===== src/rtl/core/assert_macros.svh =====
// Assertion macros for the filter RTL.
`ifndef ASSERT_MACROS_SVH
`define ASSERT_MACROS_SVH

// Check a property at every clock edge outside reset.
`define RBF_ASSERT(lbl, prop, msg) \
    lbl: assert property (@(posedge i_clk) disable iff (!i_rst_n) prop) \
        else $error(msg);

// Check that a condition implies a consequence in the following cycle.
`define RBF_ASSERT_NEXT(lbl, ante, cons, msg) \
    lbl: assert property (@(posedge i_clk) disable iff (!i_rst_n) (ante) |=> (cons)) \
        else $error(msg);

`endif


===== src/rtl/core/rbf_pkg.sv =====
// Types, constants and helper functions for the range bloom filter.
package rbf_pkg;

    localparam int TABLE_BYTES_DEF = 64;
    localparam int MAX_ROUNDS      = 8;
    localparam int Q_DEPTH         = 2;
    localparam int QAW             = $clog2(Q_DEPTH);

    localparam logic [3:0]  NUM_HASHES_RST = 4'd4;
    localparam logic [3:0]  ROUNDS_MAX     = 4'(MAX_ROUNDS);

    localparam logic [63:0] MM_SEED  = 64'h0000_0000_97c2_9b3a;
    localparam logic [63:0] MM_LEN   = 64'd4;
    localparam logic [63:0] MM_C1    = 64'h87c3_7b91_1142_53d5;
    localparam logic [63:0] MM_C2    = 64'h4cf5_ad43_2745_937f;
    localparam logic [63:0] MIX_F    = 64'hff51_afd7_ed55_8ccd;
    localparam logic [63:0] MIX_C    = 64'hc4ce_b9fe_1a85_ec53;
    localparam logic [63:0] MM_B0    = MM_SEED ^ MM_LEN;
    localparam logic [63:0] MM_B0X2  = {MM_B0[62:0], 1'b0};

    localparam logic FUNC_INSERT = 1'b0;
    localparam logic FUNC_QUERY  = 1'b1;

    typedef struct packed {
        logic        func;
        logic [31:0] key;
        logic [3:0]  rounds;
    } t_item;

    typedef struct packed {
        logic pop;
        logic clearing;
    } t_back_ctrl;

    typedef enum logic [1:0] {
        ST_CLEAR,
        ST_IDLE,
        ST_RUN
    } t_state;

    function automatic logic [31:0] round_salt(input logic [2:0] r);
        logic [31:0] s;
        unique case (r)
            3'd0: s = 32'hAAAA_AAAA;
            3'd1: s = 32'h5555_5555;
            3'd2: s = 32'h3333_3333;
            3'd3: s = 32'hCCCC_CCCC;
            3'd4: s = 32'h6666_6666;
            3'd5: s = 32'h9999_9999;
            3'd6: s = 32'hB5B5_B5B5;
            3'd7: s = 32'h4B4B_4B4B;
            default: s = 32'hAAAA_AAAA;
        endcase
        return s;
    endfunction

    function automatic logic [5:0] round_sq(input logic [2:0] r);
        return 6'({3'b0, r} * {3'b0, r});
    endfunction

    function automatic logic [8:0] round_cube(input logic [2:0] r);
        return 9'({3'b0, round_sq(r)} * {6'b0, r});
    endfunction

    function automatic logic [63:0] mul32(input logic [31:0] a, input logic [31:0] b);
        return {32'b0, a} * {32'b0, b};
    endfunction

endpackage


===== src/rtl/core/rbf_front.sv =====
// Front end: input accept, round count register and item queue.
module rbf_front (
    input  logic               i_clk,
    input  logic               i_rst_n,
    input  logic               i_valid,
    output logic               o_stall,
    input  logic               i_func,
    input  logic [31:0]        i_key,
    input  logic               i_cfg_valid,
    output logic               o_cfg_ready,
    input  logic [3:0]         i_cfg_data,
    input  rbf_pkg::t_back_ctrl i_ctrl,
    output rbf_pkg::t_item     o_item,
    output logic               o_item_valid
);
    import rbf_pkg::*;

    logic [3:0]   r_num_hashes;
    t_item        r_q [Q_DEPTH];
    logic [QAW-1:0] r_wp;
    logic [QAW-1:0] r_rp;
    logic [QAW:0] r_cnt;
    logic         accept;
    logic         pop;
    t_item        in_item;

    assign o_cfg_ready  = 1'b1;
    assign o_stall      = (r_cnt == (QAW+1)'(Q_DEPTH)) || i_ctrl.clearing;
    assign accept       = i_valid && !o_stall;
    assign o_item_valid = (r_cnt != '0);
    assign pop          = i_ctrl.pop && o_item_valid;
    assign o_item       = r_q[r_rp];

    always_comb begin
        in_item.func   = i_func;
        in_item.key    = i_key;
        in_item.rounds = (r_num_hashes > ROUNDS_MAX) ? ROUNDS_MAX : r_num_hashes;
    end

    always_ff @(posedge i_clk) begin
        if (!i_rst_n) begin
            r_num_hashes <= NUM_HASHES_RST;
        end else if (i_cfg_valid && o_cfg_ready) begin
            r_num_hashes <= i_cfg_data;
        end
    end

    always_ff @(posedge i_clk) begin
        if (!i_rst_n) begin
            r_wp  <= '0;
            r_rp  <= '0;
            r_cnt <= '0;
        end else begin
            if (accept) begin
                r_wp <= r_wp + 1'b1;
            end
            if (pop) begin
                r_rp <= r_rp + 1'b1;
            end
            if (accept && !pop) begin
                r_cnt <= r_cnt + 1'b1;
            end else if (pop && !accept) begin
                r_cnt <= r_cnt - 1'b1;
            end
        end
    end

    always_ff @(posedge i_clk) begin
        if (accept) begin
            r_q[r_wp] <= in_item;
        end
    end

endmodule


===== config.mk =====
export PLATFORM = sky130hd
export DESIGN_NAME = rbf_front
export DESIGN_NICKNAME = d
export VERILOG_FILES = /design/src/rtl/core/assert_macros.svh /design/src/rtl/core/rbf_pkg.sv /design/src/rtl/core/rbf_front.sv
export SDC_FILE = /design/constraint.sdc
export NUM_CORES = 1
export LEC_CHECK = 0
export BUFFER_PORTS_ARGS = -buffer_cell sky130_fd_sc_hd__buf_2
export CAP_MARGIN = 20
export CELL_PAD_IN_SITES_DETAIL_PLACEMENT = 0
export CELL_PAD_IN_SITES_GLOBAL_PLACEMENT = 1
export CORE_MARGIN = 3
export CORE_UTILIZATION = 48
export CTS_BUF_LIST = sky130_fd_sc_hd__clkbuf_4 sky130_fd_sc_hd__clkbuf_8
export DETAILED_ROUTE_END_ITERATION = 10
export GPL_TIMING_DRIVEN = 0
export PLACE_DENSITY = 0.87
export REMOVE_ABC_BUFFERS = 1
export SETUP_SLACK_MARGIN = 0.2
export SYNTH_ARGS = -nofsm -noshare
export SYNTH_HDL_FRONTEND = slang
export SYNTH_SLANG_ARGS = --single-unit

===== constraint.sdc =====
create_clock -name i_clk -period 4.3 [get_ports i_clk]
set_clock_uncertainty 0.1 [all_clocks]
set_input_delay 0 -clock i_clk [delete_from_list [all_inputs] [get_ports i_clk]]
set_output_delay 0 -clock i_clk [all_outputs]
set_load 0.03 [all_outputs]

Word-level counts from Yosys, hierarchy flattened
Memory sizes are Yosys's and may differ from the RTL's. A register that Yosys moved wholly into a read port is not among the register bits.
Cells that the tools add are included.
W data, S select, Z words.
{"block": "classes", "n_reduce_logical": 10, "addsub": 4, "n_mux": 7, "n_div": 0, "order_cmp": 1, "n_eq_ne": 1, "shift": 0, "n_mul": 0, "bitwise_logic": 0}
{"cell": "$gt A4 B4 Y1 const B", "n": 1}
{"cell": "$logic_and A1 B1 Y1", "n": 4}
{"cell": "$mux W1", "n": 4}
{"cell": "$mux W2", "n": 2}
{"cell": "$mux W4", "n": 1}
{"cell": "$reduce_bool A2 Y1", "n": 2}
{"cell": "$logic_not A1 Y1", "n": 3}
{"cell": "$add A1 B1 Y1 const B", "n": 2}
{"cell": "$add A2 B1 Y2 const B", "n": 1}
{"cell": "$eq A2 B2 Y1 const B", "n": 1}
{"cell": "$sub A2 B1 Y2 const B", "n": 1}
{"cell": "$logic_or A1 B1 Y1", "n": 1}
{"block": "word_totals", "out_inout_bits": 40, "register_bits": 8, "n_memories": 1, "ram_bits": 74, "rom_bits": 0, "latch_bits": 0}
{"name": "r_q", "depth": 2, "width": 37, "read_ports": 1, "rd_clocked_by_memory_dff": 1, "write_ports": 1, "line_no": "rbf_front.sv:19", "source": "t_item r_q [Q_DEPTH];"}

Depth between registers and ports, before layout
Gate-level depths: netlist of run 1.
{"block": "logic_depth", "depth_word": 8, "ltp_mapped": 6}

Worst setup path after synthesis of run 1
Ideal clock, no wire load.
{"block": "synth_timing", "kind": "register to register", "start": "reg r_cnt[0]", "end": "mem r_q[0][0] (netlist name), enable pin", "stages_incl_launch_ff": 4, "synth_period_minus_slack_ns": 2.923, "setup_ns": 0.436, "required_time_ns": 3.764, "arrival_ns": 2.387, "path_slack_ns": 1.377, "cell_sequence": "dfxtp_1 -> nand2b_1 -> and2_1 -> nor2b_1"}
{"block": "synth_between", "elab_chain_cells": 6}
{"item": "from (decl)", "line_no": "rbf_front.sv:22", "source": "logic [QAW:0] r_cnt;"}
{"item": "from (signal assigned)", "line_no": "rbf_front.sv:61", "source": "r_cnt <= r_cnt + 1'b1;"}
{"item": "from (signal assigned)", "line_no": "rbf_front.sv:63", "source": "r_cnt <= r_cnt - 1'b1;"}
{"item": "$eq A2 B2 Y1", "line_no": "rbf_front.sv:28", "source": "assign o_stall = (r_cnt == (QAW+1)'(Q_DEPTH)) || i_ctrl.clearing;"}
{"item": "$logic_or A1 B1 Y1", "line_no": "rbf_front.sv:28"}
{"item": "$logic_not A1 Y1", "line_no": "rbf_front.sv:29", "source": "assign accept = i_valid && !o_stall;"}
{"item": "$logic_and A1 B1 Y1", "line_no": "rbf_front.sv:29"}
{"item": "net accept", "line_no": "rbf_front.sv:23", "source": "logic accept;"}
{"item": "$mux W1", "line_no": "rbf_front.sv:69", "source": "if (accept) begin"}
{"item": "$mux W1 (not written as such)", "line_no": "rbf_front.sv:70", "source": "r_q[r_wp] <= in_item;"}
{"item": "to (decl)", "line_no": "rbf_front.sv:19"}
The timed path passes the listed nets, and every way through them passes these cells.

==> key figures, run 1 <==
Synth
  – Top cell type's share of synthesized area: 0.7158
  – Top post-synthesis cells by area: edfxtp_1, mux2_1, dfxtp_1
  – Sequential element share of the synthesized area: 0.7739
  – Synth area leader: edfxtp_1
  – Asr flop ratio synth: 0
  – Cell variety after synth: 24
  – Mean Syn Cell Area: 19.28 um^2
  – Number of synthesized flops with an enable pin: 74
  – Syn Inst Count: 161
  – Flops & latches, synth: 83
  – Synth Flop Type: edfxtp_1
  – Commonest cells post-synth: edfxtp_1, mux2_1, dfxtp_1
  – Yosys warning count: 0
  – Dominant cell by count in the synthesized netlist: edfxtp_1
  – Mapped cell area: 3104 um^2

Worst setup path
  – Critical-path top delay cell: dfxtp_2
  – Arr. time, crit path: 1.88 ns
  – Critical Path Fanout Max: 37
  – Crit-path cells: mux2_2 > buf_2
  – Crit Path Category: flip-flop to output port
  – CP top delay family: flip-flops
  – CP Data Required Time: 4.20 ns
  – R2r setup slk: 2.40 ns
  – Worst setup SP type: flip-flop
  – WP buf/inv: 1
  – CP max stage delay: 0.92 ns
  – CP Capture Type: output port

STA
  – Slew Viols, Final: 0
  – Setup TNS: 0 ns
  – Hold Vio Cnt, Final: 0
  – Unrepaired setup endpoints after global routing: false
  – # setup viols final: 0
  – Tmin final: 1.981 ns
  – Final period util: 0.4607
  – Maximum clock rate: 504.8 MHz
  – Actual slew at the worst max-slew pin: 0.8986 ns
  – Slew HR: 0.4010

Cells and area
  – Synth-to-Final Area Change: 36.72%
  – FILL cells: 428
  – Non-filler instance count after layout: 374
  – Final design area excluding fillers: 4244 um^2
  – Ant. Diodes: 0
  – Nets: 338
  – Layout cells sized above 1: 0.3579
  – Final core utilization: 0.6962

Outcome
  – Status: completed

Place
  – Post-DP HPWL: 3445 um
  – Gpl congestion: 0.6393
  – Port bufs: 81
  – Inst Count DP: 310
  – DP Area: 3576 um^2

GRT
  – Vias in the first global route: 1950
  – First-pass GRT wire length: 9301 um
  – GR Util met3: 0.03517
  – Met1 Track Usage GR: 0.2023
  – Antenna violations before repair: 0
  – Largest net degree at the start of global routing: 38
  – M2 GR Usage: 0.2803
  – GRT overflow: 0
  – Gr busiest metal: met2
  – GR Util All Layers: 0.1658

Clock network
  – Maximum clock path buffer count: 2
  – CTS tree: done
  – CTS buffer count: 9
  – Htree depth: 3
  – Total clock sinks: 83
  – Reg clk slew, reported paths: 0.08 ns
  – Clk_lat worst skew: 0.34 ns
  – Root Driver: clkbuf_8

Route
  – DR iter-0 viols: 76
  – Final WL: 5756 um
  – Drt wl/cell: 15.39 um
  – ANT nets after route: 0
  – DRC violations left: 0
  – TritonRoute pass-1 iters: 4
  – Vias: 1830
  – Via density per instance: 4.893

Pwr
  – Leakage power: 0.001632 uW
  – Peak VDD IR: 0.3551 mV
  – Pwr Density: 511.9 nW/um^2

Hold path
  – Worst Hold Class: input pin to flip-flop

Die
  – # IOs: 83
  – FP Rows: 28
  – Core footprint: 6096 um^2
  – Die Ht: 86.42 um
  – Die ar.: 7468 um^2
  – Starting Density: 0.5092
  – Chip Width: 86.42 um

Job
  – Maxcap violations: 0
-- through the flow --
step / hold slack (ns) / total power (uW) / worst slack, ns
finish: 0.03482 / 2173 / 2.319
global route: 0.06322 / 2278 / 2.199
CTS: 0.02409 / 2198 / 2.264
detailed placement: 0.09129 / 1634 / 2.386
global placement: 0.08767 / 1620 / 0.3679
floorplan: -0.03806 / 1448 / 1.377
-- per-layer routing --
layer	vias to the layer above	routed length, um	share of wire
li1	871	-	-
met1	879	2375	0.41
met2	68	2880	0.50
met3	12	374	0.065
met4	0	127	0.022
met5	-	0	0
-- final cells by class --
class | instances | area [um^2] | area share
flip-flops and latches | 83 | 2404 | 0.5663
repair buffers | 130 | 905.9 | 0.2134
well taps | 75 | 93.84 | 0.02211
clock inverters | 6 | 56.30 | 0.01327
clock buffers | 10 | 131.4 | 0.03096
multi-input cells | 70 | 653.1 | 0.1539
-- sequential cells by signal, summed over array words and instances (netlist names), named ones only --
name,flops
r_cnt,2
r_num_hashes,4
r_q,74
r_rp,1
r_wp,1
-- worst paths after layout --
kind / startpoint / cells after the start / endpoint
max: flip-flop / 2 / o_item[15]
min: i_ctrl[1] / 4 / flip-flop
max reg2reg: r_cnt[0] / 2 / r_q[1][17]
min reg2reg: r_wp / 2 / r_wp
-- placed cells by master, fill, tap and decap left out --
cell	Yosys	final
mux2i_1	4	4
o21ai_1	2	2
dfxtp_1	9	8
dfxtp_2	0	1
ha_1	1	1
xnor2_1	2	2
buf_2	1	81
mux2_1	30	30
o21ai_0	1	1
dlygate4sd3_1	0	48
clkinv_1	0	2
clkbuf_8	0	9
edfxtp_1	74	74
nor2b_4	0	1
clkbuf_4	0	1
nand2_1	2	2
clkinv_4	0	1
and2_1	4	4
buf_12	0	1
or2_2	1	1
or3_1	1	1
and3_2	0	1
xor2_1	1	1
nor2b_1	8	7
a21boi_1	1	1
nand4b_1	1	1
bufinv_16	0	1
clkinv_2	0	2
conb_1	1	1
nand2b_1	2	2
mux2_2	7	7
-- timing repair --
action,in CTS,in global routing
resized for setup,0,0
setup endpoints to repair,0,0
endpoints found under the hold margin,75,0
buffers inserted,0,0
hold buffers,48,0
-- worst register-to-register path, delay by kind of cell, from the launching register on --
family | cells | cell delay (ns)
and+or+nand+nor | 2 | 1.00
DFF | 1 | 0.42
-- cells by family (layout without fill, tap and decap cells) --
family / Yosys count / after routing / synth area share
AOI/OAI and AO/OA: 4 / 4 / 0.007255
xor gates and xnor gates: 3 / 3 / 0.008466
adders and majority gates: 1 / 1 / 0.004030
buffers and inverters: 8 / 146 / 0.01854
DFF: 83 / 83 / 0.7739
muxes: 41 / 41 / 0.1471
other: 1 / 1 / 0.001208
and+or+nand+nor: 20 / 20 / 0.03950
-- power breakdown --
group	total [uW]	internal, uW	switching, uW
Sequential	1040	959	77.7
Clock	527	270	257
Combinational	609	245	364
Total	2170	1470	699
Power figures use the tool's default switching activity.
==> run 2, diff against run 1 <==
--- a/config.mk
+++ b/config.mk
@@ -5,16 +5,17 @@
 export SDC_FILE = /design/constraint.sdc
 export NUM_CORES = 1
 export LEC_CHECK = 0
+export ABC_AREA = 1
 export BUFFER_PORTS_ARGS = -buffer_cell sky130_fd_sc_hd__buf_2
 export CAP_MARGIN = 20
 export CELL_PAD_IN_SITES_DETAIL_PLACEMENT = 0
 export CELL_PAD_IN_SITES_GLOBAL_PLACEMENT = 1
 export CORE_MARGIN = 3
-export CORE_UTILIZATION = 48
+export CORE_UTILIZATION = 41
 export CTS_BUF_LIST = sky130_fd_sc_hd__clkbuf_4 sky130_fd_sc_hd__clkbuf_8
 export DETAILED_ROUTE_END_ITERATION = 10
 export GPL_TIMING_DRIVEN = 0
-export PLACE_DENSITY = 0.87
+export PLACE_DENSITY = 0.79
 export REMOVE_ABC_BUFFERS = 1
 export SETUP_SLACK_MARGIN = 0.2
 export SYNTH_ARGS = -nofsm -noshare
==> constraint.sdc (replaced) <==
create_clock -name i_clk -period 1.75 [get_ports i_clk]
set_clock_uncertainty 0.1 [all_clocks]
set_input_delay 0 -clock i_clk [delete_from_list [all_inputs] [get_ports i_clk]]
set_output_delay 0 -clock i_clk [all_outputs]
set_load 0.03 [all_outputs]
==> run 2 against run 1 <==
Core utilization decreased by 8.6 points. Register-to-register slack got worse by 2.1 ns. Via count increased by 2.2%. Highest routed layer unchanged. Clock-buffer cell count decreased by 1. Flip-flop and latch count unchanged. Power increased by 140%.
==> key figures, run 2 <==
Pwr
  – Peak VDD IR: 0.5883 mV (was 0.3551 mV)
  – Total power draw: 5228 uW (was 2173 uW)
  – Leakage power: 0.001838 uW (was 0.001632 uW)
  – Pwr Density: 1150 nW/um^2 (was 511.9 nW/um^2)

Clock network
  – Reg clk slew, reported paths: 0.08 ns (about the same)
  – CTS tree: done (unchanged)
  – Maximum clock path buffer count: 2 (unchanged)
  – Root Driver: clkbuf_8 (unchanged)
  – Clk_lat worst skew: 0.33 ns (was 0.34 ns)
  – Total clock sinks: 83 (unchanged)
  – Htree depth: 3 (unchanged)
  – CTS buffer count: 9 (unchanged)

Synth
  – Post-synthesis compound-gate area fraction: 0.01620 (was 0.007255)
  – Sequential element share of the synthesized area: 0.7405 (was 0.7739)
  – Mapped cell area: 3244 um^2 (was 3104 um^2)
  – Post-Synth Simple-Gate Area: 0.03239 (was 0.03950)
  – Dominant cell by count in the synthesized netlist: edfxtp_1 (unchanged)
  – Top post-synthesis cells by area: edfxtp_1, mux2_4, dfxtp_1 (was edfxtp_1, mux2_1, dfxtp_1)
  – Cell variety after synth: 18 (was 24)
  – Post-synthesis mux area share: 0.1631 (was 0.1471)
  – Mean Syn Cell Area: 18.12 um^2 (was 19.28 um^2)
  – Largest family of logic cells by synthesized area: multiplexers (unchanged)
  – Syn Inst Count: 179 (was 161)
  – Synth area leader: edfxtp_1 (unchanged)
  – Asr flop ratio synth: 0 (unchanged)
  – Synth Area in Adders: 0.003857 (was 0.004031)
  – Yosys warning count: 0 (unchanged)
  – Top cell type's share of synthesized area: 0.6849 (was 0.7158)
  – Commonest cells post-synth: edfxtp_1, mux2_4, inv_1 (was edfxtp_1, mux2_1, dfxtp_1)
  – Flops & latches, synth: 83 (unchanged)
  – Synth Area in XOR/XNOR: 0 (was 0.008464)
  – Number of synthesized flops with an enable pin: 74 (unchanged)
  – Synth Flop Type: edfxtp_1 (unchanged)

STA
  – # setup viols final: 0 (unchanged)
  – Final period util: 0.8747
  – Unrepaired setup endpoints after global routing: true (was false)
  – Maximum clock rate: 653.3 MHz
  – Hold Vio Cnt, Final: 0 (unchanged)
  – Tmin final: 1.531 ns
  – Slew Viols, Final: 0 (unchanged)
  – Min setup slack post-route: 0.2192 ns (was 2.319 ns)

Worst setup path
  – Crit-path cells: buf_12 > mux2_2 > buf_2 (was mux2_2 > buf_2)
  – CP Data Required Time: 1.65 ns (was 4.20 ns)
  – Critical Path Fanout Max: 14 (was 37)
  – WP buf/inv: 2 (was 1)
  – Critical-path top delay cell: dfxtp_4 (was dfxtp_2)
  – CP Capture Type: output port (unchanged)
  – CP top delay family: flip-flops (unchanged)
  – Crit Path Category: flip-flop to output port (unchanged)
  – Arr. time, crit path: 1.43 ns (was 1.88 ns)
  – Worst setup SP type: flip-flop (unchanged)
  – CP max stage delay: 0.40 ns (was 0.92 ns)

Route
  – Via density per instance: 4.455 (was 4.893)
  – Final WL: 5670 um (was 5756 um)
  – DR iter-0 viols: 60 (was 76)
  – ANT nets after route: 0 (unchanged)
  – TritonRoute pass-1 iters: 4 (unchanged)
  – DRC violations left: 0 (unchanged)
  – Vias: 1871 (was 1830)
  – Drt wl/cell: 13.50 um (was 15.39 um)

Die
  – Die Ht: 94.96 um (was 86.42 um)
  – FP Rows: 31 (was 28)
  – Chip Width: 94.96 um (was 86.42 um)
  – # IOs: 83 (unchanged)
  – Core footprint: 7447 um^2 (was 6096 um^2)
  – Starting Density: 0.4357 (was 0.5092)
  – Die ar.: 9016 um^2 (was 7468 um^2)

Place
  – Post-DP HPWL: 3540 um (was 3445 um)
  – Gpl congestion: 0.6452 (was 0.6393)
  – Inst Count DP: 355 (was 310)
  – Setup WS pre-CTS: -0.04771 ns (was 2.386 ns)
  – Port bufs: 81 (unchanged)

GRT
  – Antenna violations before repair: 0 (unchanged)
  – Largest net degree at the start of global routing: 38 (unchanged)
  – GRT overflow: 0 (unchanged)
  – GR Util All Layers: 0.1306 (was 0.1658)
  – Vias in the first global route: 1951 (was 1950)
  – First-pass GRT wire length: 8818 um (was 9301 um)

Hold path
  – Worst Hold Class: input pin to flip-flop (unchanged)

Cells and area
  – Layout cells sized above 1: 0.4517 (was 0.3579)
  – Nets: 361 (was 338)
  – Commonest non-fill, non-tap cell in the layout: buf_2 (unchanged)
  – Non-filler instance count after layout: 420 (was 374)
  – FILL cells: 595 (was 428)
  – Ant. Diodes: 0 (unchanged)
  – Reg with most FFs: r_q (unchanged)
  – Most frequent cells in the layout: buf_2, edfxtp_1, dlygate4sd3_1, mux2_4, inv_1 (was buf_2, edfxtp_1, dlygate4sd3_1, mux2_1, clkbuf_8)
  – Max reg flops: 74 (unchanged)
  – Synth-to-Final Area Change: 40.11% (was 36.72%)
  – Top Registers: r_q x74, r_num_hashes x4, r_cnt x2 (unchanged)

Outcome
  – Status: completed (unchanged)

Job
  – Maxcap violations: 0 (unchanged)
-- run 2: worst reg2reg max path, cell delays in order, from the launching register on --
cell,delay [ns]
dfxtp_1,0.39
nand2_2,0.09
nand3_2,0.11
inv_1,0.05
ha_1,0.32
inv_1,0.08
nand3_1,0.07
nand2_1,0.06
inv_1,0.03
nor2_1,0.08
-- run 2: cell type report --
type                       count  area [um^2]  area share
multi-input combinational     75        718.2      0.1580
timing repair buffer         133        978.4      0.2152
clock inverter                 6        112.6     0.02477
inverter                      15        82.58     0.01817
clock buffer                   9        123.9     0.02725
sequential                    83         2406      0.5293
tap                           99        123.9     0.02725
-- run 2: per-stage QoR --
step           cell area [um^2]  hold slack [ns]  TNS [ns]  utilization
6_report                   4546           0.2808         0       0.6104
5_1_grt                    4546           0.2581         0       0.6104
4_1_cts                    4489           0.2582         0       0.6028
3_5_place_dp               3740          0.09143    -2.610       0.5022
3_3_place_gp               3691          0.08810   -122.82       0.4956
2_1_floorplan              3162        -0.001131    -46.99            -
-- run 2: power by group --
part / switching, uW / internal (uW) / total (uW)
clock: 641 / 945 / 1590
sequential: 57.4 / 2300 / 2360
combinational: 700 / 581 / 1280
total: 1400 / 3830 / 5230
-- run 2: timing repair --
item	in CTS	in global routing
pin swaps	1	1
endpoints found under the hold margin	75	0
endpoints found under the setup margin	112	78
gates resized for setup	4	5
setup buffers	2	1
hold buffers	46	0
gates cloned	0	1
-- run 2: kinds of logic (layout without fill, tap and decap cells) --
family	count (synthesis)	after routing
and+or+nand+nor	26	26
adders and majority gates	1	1
buffers and inverters	21	163
DFF	83	83
muxes	37	37
AOI/OAI and AO/OA	10	10
other	1	1
-- run 2: worst paths after layout --
kind,start,to,slack (ns),cells past startpoint
worst min register to register,r_num_hashes[0],r_num_hashes[0],0.36,2
worst max-delay path,flip-flop,o_item[16],0.22,3
worst max register to register,r_cnt[1],r_cnt[1],0.31,9
worst min-delay path,i_key[9],r_q[1][13],0.28,2
-- run 2: layer usage --
metal | vias to the layer above | track usage | share of wire
li1 | 922 | - | -
met5 | - | 0 | 0
met4 | 0 | 0.04327 | 0.0049
met1 | 889 | 0.1448 | 0.41
met3 | 2 | 0.05498 | 0.066
met2 | 58 | 0.2261 | 0.52
==> run 3, diff against run 2 <==
--- a/config.mk
+++ b/config.mk
@@ -14,7 +14,6 @@
 export CORE_UTILIZATION = 41
 export CTS_BUF_LIST = sky130_fd_sc_hd__clkbuf_4 sky130_fd_sc_hd__clkbuf_8
 export DETAILED_ROUTE_END_ITERATION = 10
-export GPL_TIMING_DRIVEN = 0
 export PLACE_DENSITY = 0.79
 export REMOVE_ABC_BUFFERS = 1
 export SETUP_SLACK_MARGIN = 0.2
==> run 3 against run 2 <==
Setup slack worse by 0.0091 ns. Fmax shrank 0.59%. Clock power shrank 19%.
==> key figures, run 3 (synthesis results as in run 2) <==
Outcome
  – Status: completed (unchanged)

Clock network
  – Maximum clock path buffer count: 2 (unchanged)
  – CTS tree: done (unchanged)
  – Total clock sinks: 83 (unchanged)
  – Root Driver: clkbuf_8 (unchanged)
  – Htree depth: 3 (unchanged)
  – CTS buffer count: 9 (unchanged)
  – Reg clk slew, reported paths: 0.08 ns (about the same)
  – Clk_lat worst skew: 0.34 ns (was 0.33 ns)

Cells and area
  – Layout cells sized above 1: 0.4523 (was 0.4517)
  – Max reg flops: 74 (unchanged)
  – Final design area excluding fillers: 4771 um^2 (was 4546 um^2)
  – Reg with most FFs: r_q (unchanged)
  – Synth-to-Final Area Change: 47.05% (was 40.11%)
  – Nets: 364 (was 361)
  – Commonest non-fill, non-tap cell in the layout: edfxtp_1 (was buf_2)
  – Ant. Diodes: 0 (unchanged)
  – Most frequent cells in the layout: edfxtp_1, dlygate4sd3_1, buf_2, buf_6, mux2_4 (was buf_2, edfxtp_1, dlygate4sd3_1, mux2_4, inv_1)
  – Top Registers: r_q x74, r_num_hashes x4, r_cnt x2 (unchanged)

Die
  – Core footprint: 7447 um^2 (unchanged)
  – Die ar.: 9016 um^2 (unchanged)
  – Chip Width: 94.96 um (unchanged)
  – # IOs: 83 (unchanged)
  – Starting Density: 0.4357 (unchanged)
  – FP Rows: 31 (unchanged)
  – Die Ht: 94.96 um (unchanged)

Pwr
  – Combinational Power Share: 0.297 (was 0.245)
  – Pwr Density: 1091 nW/um^2 (was 1150 nW/um^2)
  – Total power draw: 5207 uW (was 5228 uW)
  – Sequential power share: 0.456 (was 0.452)
  – Cell Int Power: 3760 uW (was 3829 uW)
  – Peak VDD IR: 0.5155 mV (was 0.5883 mV)
  – NetSw: 1448 uW (was 1399 uW)
  – Sw frac: 0.2780 (was 0.2676)
  – Clk network pwr share: 0.247 (was 0.303)
  – Leakage power: 0.001924 uW (was 0.001838 uW)

Job
  – Maxcap violations: 0 (unchanged)

Hold path
  – Worst Hold Class: input pin to flip-flop (unchanged)
  – Hold Crit Depth: 2 (unchanged)
  – Hold_sp: i_key[12] (was i_key[9])
  – Worst Hold Path EP: r_q[1][16] (was r_q[1][13])

STA
  – Final period util: 0.8799 (was 0.8747)
  – Maximum clock rate: 649.4 MHz (was 653.3 MHz)
  – # setup viols final: 0 (unchanged)
  – Slew Viols, Final: 0 (unchanged)
  – Min setup slack post-route: 0.2101 ns (was 0.2192 ns)
  – Hold Vio Cnt, Final: 0 (unchanged)
  – Setup TNS: 0 ns (unchanged)
  – Unrepaired setup endpoints after global routing: true (unchanged)
  – Tmin final: 1.540 ns (was 1.531 ns)

Worst setup path
  – R2r setup slk: 0.25 ns (was 0.31 ns)
  – Worst setup SP type: flip-flop (unchanged)
  – Arr. time, crit path: 1.44 ns (was 1.43 ns)
  – RR Startpoint: r_cnt[1] (unchanged)
  – Critical R2R Capture: r_cnt[1] (unchanged)
  – CP Data Required Time: 1.65 ns (about the same)
  – CP Capture Type: output port (unchanged)
  – Critical Path Fanout Max: 8 (was 14)
  – Worst-case reg-to-reg path depth: 8 (was 9)
  – Crit Path Category: flip-flop to output port (unchanged)

Route
  – Drt wl/cell: 14.46 um (was 13.50 um)
  – DR iter-0 viols: 46 (was 60)
  – TritonRoute pass-1 iters: 4 (unchanged)
  – Via density per instance: 4.535 (was 4.455)
  – Vias: 1923 (was 1871)
  – DRC violations left: 0 (unchanged)
  – Final WL: 6129 um (was 5670 um)
  – ANT nets after route: 0 (unchanged)

GRT
  – GRT overflow: 0 (unchanged)
  – Largest net degree at the start of global routing: 38 (unchanged)
  – GR Util All Layers: 0.1306 (about the same)
  – First-pass GRT wire length: 8631 um (was 8818 um)
  – Vias in the first global route: 1897 (was 1951)
  – Antenna violations before repair: 0 (unchanged)

Place
  – Setup WS pre-CTS: 0.1278 ns (was -0.04771 ns)
  – Port bufs: 81 (unchanged)
  – Post-DP HPWL: 3465 um (was 3540 um)
  – DP Area: 3767 um^2 (was 3740 um^2)
  – Gpl congestion: 0.7328 (was 0.6452)
==> run 3: through the flow <==
step / utilization / hold slack [ns] / std cells
6_report: 0.6406 / 0.2847 / 424
3_5_place_dp: 0.5059 / 0.09410 / 357
4_1_cts: 0.5953 / 0.2635 / 419
2_1_floorplan: - / -0.001131 / 173
5_1_grt: 0.6406 / 0.2640 / 424
3_3_place_gp: 0.5059 / 0.08997 / 357
==> run 3: worst max-delay path by stage <==
| stage | from | endpoint | slack [ns] |
|---|---|---|---|
| after floorplan | r_cnt[0] | r_q[0][0] | -0.95 |
| after global placement | r_cnt[0] | r_cnt[1] | 0.24 |
| after detailed placement | r_cnt[0] | r_cnt[1] | 0.13 |
| after CTS | flip-flop | o_item[18] | 0.15 |
| after global routing | flip-flop | o_item[24] | 0.14 |
| final | flip-flop | o_item[24] | 0.21 |
==> run 3: what timing repair did <==
action | in CTS | in global routing
endpoints found under the hold margin | 75 | 0
hold buffers | 46 | 0
buffers inserted | 0 | 1
resized for setup | 5 | 115
endpoints found under the setup margin | 20 | 38
gates cloned | 0 | 4
pin swaps | 0 | 1
==> run 3: area by class of cell <==
type | count | area (um^2)
clock buffers | 10 | 131.4
clock inverters | 6 | 56.30
fillers | 541 | 2676
inverters | 15 | 56.30
multi-input cells | 75 | 725.7
flip-flops and latches | 83 | 2406
well taps | 99 | 123.9
repair buffers | 136 | 1271
==> run 3: power groups by stage <==
stage / registers [uW] / clock network, uW / logic, uW
detailed placement: 2400 / 0 / 1160
floorplan: 2450 / 0 / 778
global route: 2390 / 1430 / 1640
finish: 2370 / 1290 / 1550
global placement: 2390 / 0 / 1140
CTS: 2350 / 1330 / 1250
==> run 3: routing by layer <==
metal  GRT usage  routed length (um)
met5           0                   0
met4     0.05649                  60
met3     0.04542                 379
met2      0.2143                3097
met1      0.1558                2591
==> run 3: critical path, stage by stage (launching register included) <==
cell,delay (ns)
dfxtp_4,0.45
clkbuf_16,0.20
mux2_4,0.31
buf_6,0.14
